File: src/hdl/wpts_pkg.sv
// Package: shared constants, types and the weighted priority map for the thread scheduler
package wpts_pkg;
  localparam int ThreadSlots = 64;
  localparam int TidW = 6;
  localparam int MapLength = 15;
  localparam int MapW = 4;
  localparam int QueueCount = 5;
  localparam int MaxLaps = 2;

  localparam logic [2:0] KIND_ENQ = 3'd0;
  localparam logic [2:0] KIND_EXT = 3'd1;
  localparam logic [2:0] KIND_CHOOSE = 3'd2;
  localparam logic [2:0] KIND_SLEEP = 3'd3;
  localparam logic [2:0] KIND_TICK = 3'd4;

  typedef logic [TidW-1:0] tid_t;
  typedef logic [2:0] prio_t;

  typedef struct packed {
    logic [2:0] kind;
    tid_t thread_id;
    prio_t priority_req;
    logic [31:0] sleep_ticks;
  } in_word_t;

  typedef struct packed {
    tid_t chosen_thread;
    logic none_ready;
  } out_word_t;

  // datapath operation codes
  typedef enum logic [3:0] {
    OP_NONE, OP_LOAD, OP_ENQ_RD, OP_ENQ_WR, OP_EXT_RD, OP_EXT_WR, OP_TICK,
    OP_SLP_START, OP_SLP_WALK, OP_SLP_INS, OP_WAKE_CHK, OP_WAKE_DO,
    OP_MAP_STEP, OP_MAP_POP
  } op_t;

  typedef struct packed {
    op_t op;
  } cmd_t;

  typedef struct packed {
    logic valid_tid;
    logic slp_empty;
    logic walk_done;
    logic wake_go;
    logic pop_hit;
    logic laps_over;
  } stat_t;

  function automatic prio_t clamp_prio(input prio_t p);
    if (p == 3'd0) return 3'd1;
    if (p > 3'd5) return 3'd5;
    return p;
  endfunction

  function automatic prio_t weight_map(input logic [MapW-1:0] pos);
    case (pos)
      4'd0: return 3'd5;
      4'd1: return 3'd4;
      4'd2: return 3'd3;
      4'd3: return 3'd5;
      4'd4: return 3'd4;
      4'd5: return 3'd2;
      4'd6: return 3'd5;
      4'd7: return 3'd3;
      4'd8: return 3'd4;
      4'd9: return 3'd5;
      4'd10: return 3'd1;
      4'd11: return 3'd4;
      4'd12: return 3'd5;
      4'd13: return 3'd3;
      4'd14: return 3'd2;
      default: return 3'd5;
    endcase
  endfunction
endpackage

File: src/hdl/wpts_if.sv
// Interface: valid/ready channels carrying input and result words
interface wpts_in_if;
  logic valid;
  logic ready;
  wpts_pkg::in_word_t data;
  modport source (output valid, output data, input ready);
  modport sink (input valid, input data, output ready);
endinterface


File: src/hdl/wpts_ctrl.sv
// Controller: sequences datapath operations for each input word
module wpts_ctrl (
  input  logic                clk,
  input  logic                rst_n,
  wpts_in_if.sink             in_ch,
  input  logic                out_ready,
  output logic                out_valid,
  input  wpts_pkg::stat_t     stat,
  output wpts_pkg::cmd_t      cmd
);
  typedef enum logic [3:0] {
    S_IDLE, S_DEC, S_ENQ, S_EXT, S_WRD, S_WALK, S_INS, S_WAKE, S_STEP, S_POP, S_OUT
  } state_t;

  state_t state_r;
  logic [2:0] kind_r;

  assign in_ch.ready = (state_r == S_IDLE);
  assign out_valid = (state_r == S_OUT);

  always_comb begin
    cmd.op = wpts_pkg::OP_NONE;
    case (state_r)
      S_IDLE: if (in_ch.valid) cmd.op = wpts_pkg::OP_LOAD;
      S_DEC: begin
        case (kind_r)
          wpts_pkg::KIND_ENQ: if (stat.valid_tid) cmd.op = wpts_pkg::OP_ENQ_RD;
          wpts_pkg::KIND_EXT: if (stat.valid_tid) cmd.op = wpts_pkg::OP_EXT_RD;
          wpts_pkg::KIND_SLEEP: if (stat.valid_tid) cmd.op = wpts_pkg::OP_SLP_START;
          wpts_pkg::KIND_TICK: cmd.op = wpts_pkg::OP_TICK;
          default: ;
        endcase
      end
      S_ENQ: cmd.op = wpts_pkg::OP_ENQ_WR;
      S_EXT: cmd.op = wpts_pkg::OP_EXT_WR;
      S_WALK: if (!stat.walk_done) cmd.op = wpts_pkg::OP_SLP_WALK;
      S_INS: cmd.op = wpts_pkg::OP_SLP_INS;
      S_WRD: cmd.op = wpts_pkg::OP_WAKE_CHK;
      S_WAKE: if (stat.wake_go) cmd.op = wpts_pkg::OP_WAKE_DO;
      S_STEP: cmd.op = wpts_pkg::OP_MAP_STEP;
      S_POP: if (stat.pop_hit || stat.laps_over) cmd.op = wpts_pkg::OP_MAP_POP;
      default: ;
    endcase
  end

  always_ff @(posedge clk) begin
    if (!rst_n) begin
      state_r <= S_IDLE;
      kind_r <= '0;
    end else begin
      case (state_r)
        S_IDLE: if (in_ch.valid) begin
          kind_r <= in_ch.data.kind;
          state_r <= S_DEC;
        end
        S_DEC: begin
          case (kind_r)
            wpts_pkg::KIND_ENQ: state_r <= stat.valid_tid ? S_ENQ : S_OUT;
            wpts_pkg::KIND_EXT: state_r <= stat.valid_tid ? S_EXT : S_OUT;
            wpts_pkg::KIND_SLEEP:
              state_r <= (stat.valid_tid && !stat.slp_empty) ? S_WALK : S_OUT;
            wpts_pkg::KIND_CHOOSE: state_r <= S_WRD;
            default: state_r <= S_OUT;
          endcase
        end
        S_ENQ, S_EXT, S_INS: state_r <= S_OUT;
        S_WALK: if (stat.walk_done) state_r <= S_INS;
        S_WRD: state_r <= S_WAKE;
        S_WAKE: state_r <= stat.wake_go ? S_WRD : S_STEP;
        S_STEP: state_r <= S_POP;
        S_POP: state_r <= (stat.pop_hit || stat.laps_over) ? S_OUT : S_STEP;
        S_OUT: if (out_ready) state_r <= S_IDLE;
        default: state_r <= S_IDLE;
      endcase
    end
  end
endmodule

File: src/flat_wrapper.sv
// flat-port wrapper written by rule: the top's interface ports become plain ports
module wpts_ctrl_flat 
  (clk, rst_n, out_ready, out_valid, stat, cmd, in_ch_valid, in_ch_data, in_ch_ready);
  wpts_in_if in_ch_i ();
  input  logic clk;
  input  logic rst_n;
  input  logic out_ready;
  output logic out_valid;
  input  wpts_pkg::stat_t stat;
  output wpts_pkg::cmd_t cmd;
  input wire logic [$bits(in_ch_i.valid)-1:0] in_ch_valid;
  input wire logic [$bits(in_ch_i.data)-1:0] in_ch_data;
  output wire logic [$bits(in_ch_i.ready)-1:0] in_ch_ready;
  assign in_ch_i.valid = in_ch_valid;
  assign in_ch_i.data = in_ch_data;
  assign in_ch_ready = in_ch_i.ready;
  wpts_ctrl u_core (.clk(clk), .rst_n(rst_n), .in_ch(in_ch_i), .out_ready(out_ready), .out_valid(out_valid), .stat(stat), .cmd(cmd));
endmodule
File: config.mk
export PLATFORM = sky130hd
export DESIGN_NAME = wpts_ctrl_flat
export DESIGN_NICKNAME = d
export VERILOG_FILES = /design/src/hdl/wpts_pkg.sv /design/src/hdl/wpts_if.sv /design/src/hdl/wpts_ctrl.sv /design/src/flat_wrapper.sv
export SDC_FILE = /design/constraint.sdc
export NUM_CORES = 1
export LEC_CHECK = 0
export ABC_AREA = 0
export BUFFER_PORTS_ARGS = -buffer_cell sky130_fd_sc_hd__buf_2
export CORE_MARGIN = 2
export CORE_UTILIZATION = 35
export CTS_CLUSTER_SIZE = 40
export DETAILED_ROUTE_END_ITERATION = 10
export GPL_TIMING_DRIVEN = 0
export MAX_ROUTING_LAYER = met4
export PLACE_DENSITY_LB_ADDON = 0.3
export SLEW_MARGIN = 20
export SYNTH_ARGS = -nofsm -noshare
export SYNTH_HDL_FRONTEND = slang
export SYNTH_SLANG_ARGS = --single-unit
File: constraint.sdc
create_clock -name clk -period 1.75 [get_ports clk]
set_clock_uncertainty 0.05 [all_clocks]
set_input_delay 0.35 -clock clk [delete_from_list [all_inputs] [get_ports clk]]
set_output_delay 0.35 -clock clk [all_outputs]
set_load 0.02 [all_outputs]
**Word level (Yosys, flattened, before mapping)**

Index checks and enable logic that the tools add are counted.
Widths: inputs -> output; s select.

- Register bits after elaboration: 7
- Bits of input ports: 54
- Output and inout port bits: 6
- Word-level logic and storage cells: 46

- Eq/ne operators: 17
- Muxes and demuxes: 19
- Reductions and logical operators: 8

Operators by type and width:

| kind | count |
|---|---|
| $mux 4 | 10 |
| $pmux 4 s10 | 1 |
| $pmux 4 s9 | 1 |
| $pmux 4 s4 | 2 |
| $eq 4x3->1 const B | 4 |
| $eq 4x4->1 const B | 3 |
| $eq 4x2->1 const B | 2 |
| $eq 3x2->1 const B | 2 |
| $mux 3 | 2 |
| $ne 2x2->1 const B | 3 |
| $eq 4x1->1 const B | 1 |
| $logic_not 4->1 | 1 |
| $mux 2 | 2 |
| $eq 3x1->1 const B | 1 |
| $eq 3x3->1 const B | 1 |
| $logic_not 3->1 | 1 |
| $reduce_and 3->1 | 1 |
| $reduce_or 3->1 | 1 |
| $reduce_and 2->1 | 1 |
| $logic_and 1x1->1 | 1 |
| $logic_not 1->1 | 1 |
| $logic_or 1x1->1 | 1 |
| $mux 1 | 1 |

**Longest topological paths before layout**

- Depth in word-level cells: 5
- Mapped depth: 5
- Depth with buffers taken out: 4

**Least setup slack after synthesis**

OpenSTA, ideal clock, no wires.

- Path type: reg2out
- Start: register u_core.kind_r[2]
- End: output port cmd[1] (netlist bit)
- Arrival time: 1303 ps
- Required time: 1350 ps
- Setup slack: 47 ps
- Stages on the path, launching flop included: 5
- Path buffers: 0
- Path through: dfxtp_1 -> and3b_1 -> nand2_1 -> a211o_1 -> a31oi_1

RTL lines:

| what | line | RTL |
|---|---|---|
| start, declared | wpts_ctrl.sv:16 | `logic [2:0] kind_r;` |
| start signal, assigned | wpts_ctrl.sv:53 | `kind_r <= in_ch.data.kind;` |
| end, declared | flat_wrapper.sv:10 | `output wpts_pkg::cmd_t cmd;` |

==> flow_summary.json <==
{
  "outcome": "finished with violations",
  "violations": "setup timing",
  "vias": 838,
  "path_class": "reg2out",
  "place_ws_ns": -0.04084,
  "synth.distinct_cells": 35,
  "power.density_mw_per_mm2": 1667,
  "synthSimpleGateAreaFrac_pct": 31.14,
  "synth_edf_count": 0,
  "cap_violations": 0,
  "synthAdderAreaFrac_pct": 0,
  "clock-root-buffer": "clkbuf_4",
  "clock_latency_ns": 0.26,
  "drv_slew": 0,
  "ys_top_cells_by_area": "dfxtp_1 (22%), a21boi_1 (6.0%), a211o_1 (5.6%)",
  "coreArea_sq_mm": 0.001708,
  "syn_inst": 82,
  "synth_most_common_cell": "nand2_1",
  "cp_max_fo": 3,
  "grt_max_degree": 11,
  "cp.arrival_ns": 1.53,
  "rsz0062_at_grt": "true",
  "row_count": 15,
  "die_height_microns": 46.32,
  "clk_path_buf_depth": 2,
  "synth_xor_xnor_area_share_pct": 1.397,
  "post-route-drc-count": 0,
  "wire_per_inst_microns": 14.32,
  "n_antenna_cell": 0,
  "synth_top_family_by_area": "compound AO/OA/AOI/OAI gates",
  "ys_warn_count": 0,
  "grt_pass1_wl_microns": 3339,
  "area_growth_pct": 63.67,
  "netlist_area_sq_um": 626.9,
  "io_buffers": 18,
  "path_clk_slew_ns": 0.05,
  "h-tree-depth": 1,
  "postCtsHoldBufs": 0,
  "max_freq_mhz": 517.5,
  "syn_nets": 136,
  "synth.area.mux_share_pct": 0,
  "syn-mean-instance-area_sq_um": 7.645,
  "hold_class": "in2reg",
  "cp-start-kind": "register",
  "start_util_pct": 36.70,
  "via_per_inst": 5.701,
  "antenna_found_initial": 0,
  "drt_wl_total_microns": 2105,
  "setup_viol": 3,
  "die_area_sq_mm": 0.002146,
  "required_ns": 1.35,
  "cts_sinks": 7,
  "p_leak_uw": 0.0004320,
  "grt.overflow.total": 0,
  "relSlewSlack_pct": 77.34,
  "end_kind": "output pin",
  "drt_first_pass_iters": 4,
  "max-vdd-ir-drop_v": 0.0008502,
  "yosys.area.top_type": "dfxtp_1",
  "setup_slack_ns": -0.1824,
  "ios": 60,
  "dr.first_iter.drc_count": 34,
  "final_layout_size_suffix_gt1_share_pct": 54.10,
  "tritoncts": "yes",
  "synthTopCellsByCount": "nand2_1 (9), dfxtp_1 (7), a21boi_1 (5), a21oi_1 (5), nand3_1 (5)",
  "period_share_pct": 110.4,
  "synth_compound_area_share_pct": 37.72,
  "ant_nets": 0,
  "die_w_microns": 46.32,
  "grt_pass1_vias": 755,
  "yosys.area.top_type_share_pct": 22.36,
  "globalRouteTotalUtil_pct": 22.82,
  "finalCriticalPeriod_ns": 1.932,
  "ys.flop_type": "dfxtp_1",
  "synth-seq-area-share_pct": 22.36,
  "cts_made_buffers": 3,
  "async_flop_share_pct": 0,
  "worstMarginPinSlew_ns": 0.3387,
  "holdWs_ns": 0.2853,
  "fill_cells": 159,
  "synth-seq-cells": 7,
  "post-dp-hpwl_microns": 1218,
  "final_nets": 177,
  "place.gp.congestion": 0.8289,
  "hold_viol": 0
}
[worst paths after layout]
kind / startpoint / endpoint / slack (ns) / depth (start not counted)
worst max-delay path: u_core.kind_r[2] / cmd[1] / -0.18 / 5
worst min-delay path: in_ch_data[41] / u_core.kind_r[0] / 0.29 / 3
worst max register to register: u_core.state_r[1] / u_core.state_r[1] / 0.05 / 9
worst min register to register: u_core.kind_r[0] / u_core.kind_r[0] / 0.44 / 2
[placed cells by master, fill, tap and decap left out, types with 2 or more instances in the layout]
master	instances
a211o_1	4
buf_6	2
nor3_1	2
inv_2	2
o21ai_1	4
clkbuf_4	3
o21ai_0	2
nand2b_1	2
a31oi_1	2
a21boi_1	5
buf_4	22
buf_2	14
a21o_1	2
a21oi_1	4
dfxtp_2	6
buf_8	2
nand3_1	4
nand2_1	9
a2bb2oi_1	2
o31ai_1	2
nor2_1	2
nor4_4	2
[power by group]
group          leakage [uW]  switching, uW  internal, uW  total, uW
clock             0.0000150           64.5          87.3        152
combinational      0.000357            639           644       1280
sequential        0.0000605           57.4           219        276
[cell type report]
| class | instances | area (sq um) | share of cell area, % |
|---|---|---|---|
| repair buffers | 36 | 235.2 | 22.93 |
| inverters | 3 | 13.76 | 1.341 |
| flip-flops and latches | 7 | 151.4 | 14.76 |
| well taps | 25 | 31.28 | 3.049 |
| plain buffers | 5 | 66.31 | 6.463 |
| multi-input cells | 67 | 501.7 | 48.90 |
| clock buffers | 4 | 26.28 | 2.561 |
[per-layer routing]
layer  share of wire [%]  global-route usage (%)  routed length (microns)  vias to the layer above
met4                 2.4                   11.43                       50                        0
met1                  40                   25.93                      840                      374
met2                  49                   36.94                     1039                       58
li1                    -                       -                        -                      396
met5                   0                       -                        0                        -
met3                 8.3                   5.490                      174                       10
[critical path, cell delays in order, from the launching register on]
cell	delay, ns
dfxtp_2	0.32
and3b_2	0.23
nand2_1	0.07
a211o_1	0.27
a31oi_1	0.20
buf_4	0.17
[stage by stage]
stage	TNS [ns]	util (%)	instances	total power (uW)	instance area (sq um)
global placement	0	43.81	125	1087	748.2
CTS	-0.2240	55.38	140	1573	945.9
global route	-0.5304	60.07	147	1824	1026
detailed placement	-0.04084	43.81	125	1099	748.2
finish	-0.3433	60.07	147	1711	1026
floorplan	0	-	82	891.6	626.9
[registers in the layout (all words and copies together) (netlist names)]
name,flops
u_core.kind_r,3
u_core.state_r,4
[kinds of logic (layout without fill, tap and decap cells)]
logic type / count (synthesis) / in the layout
xor gates and xnor gates: 1 / 1
and+or+nand+nor: 32 / 32
AOI/OAI and AO/OA: 34 / 34
DFF: 7 / 7
buffers and inverters: 8 / 48
[repair_timing]
action                     4_1_cts  5_1_grt
resized for setup               26        9
setup endpoints to repair        6        5
setup buffers                   11        8
hold endpoints to repair         0        0
pin swaps                        6        8
Power figures use the tool's default switching activity.
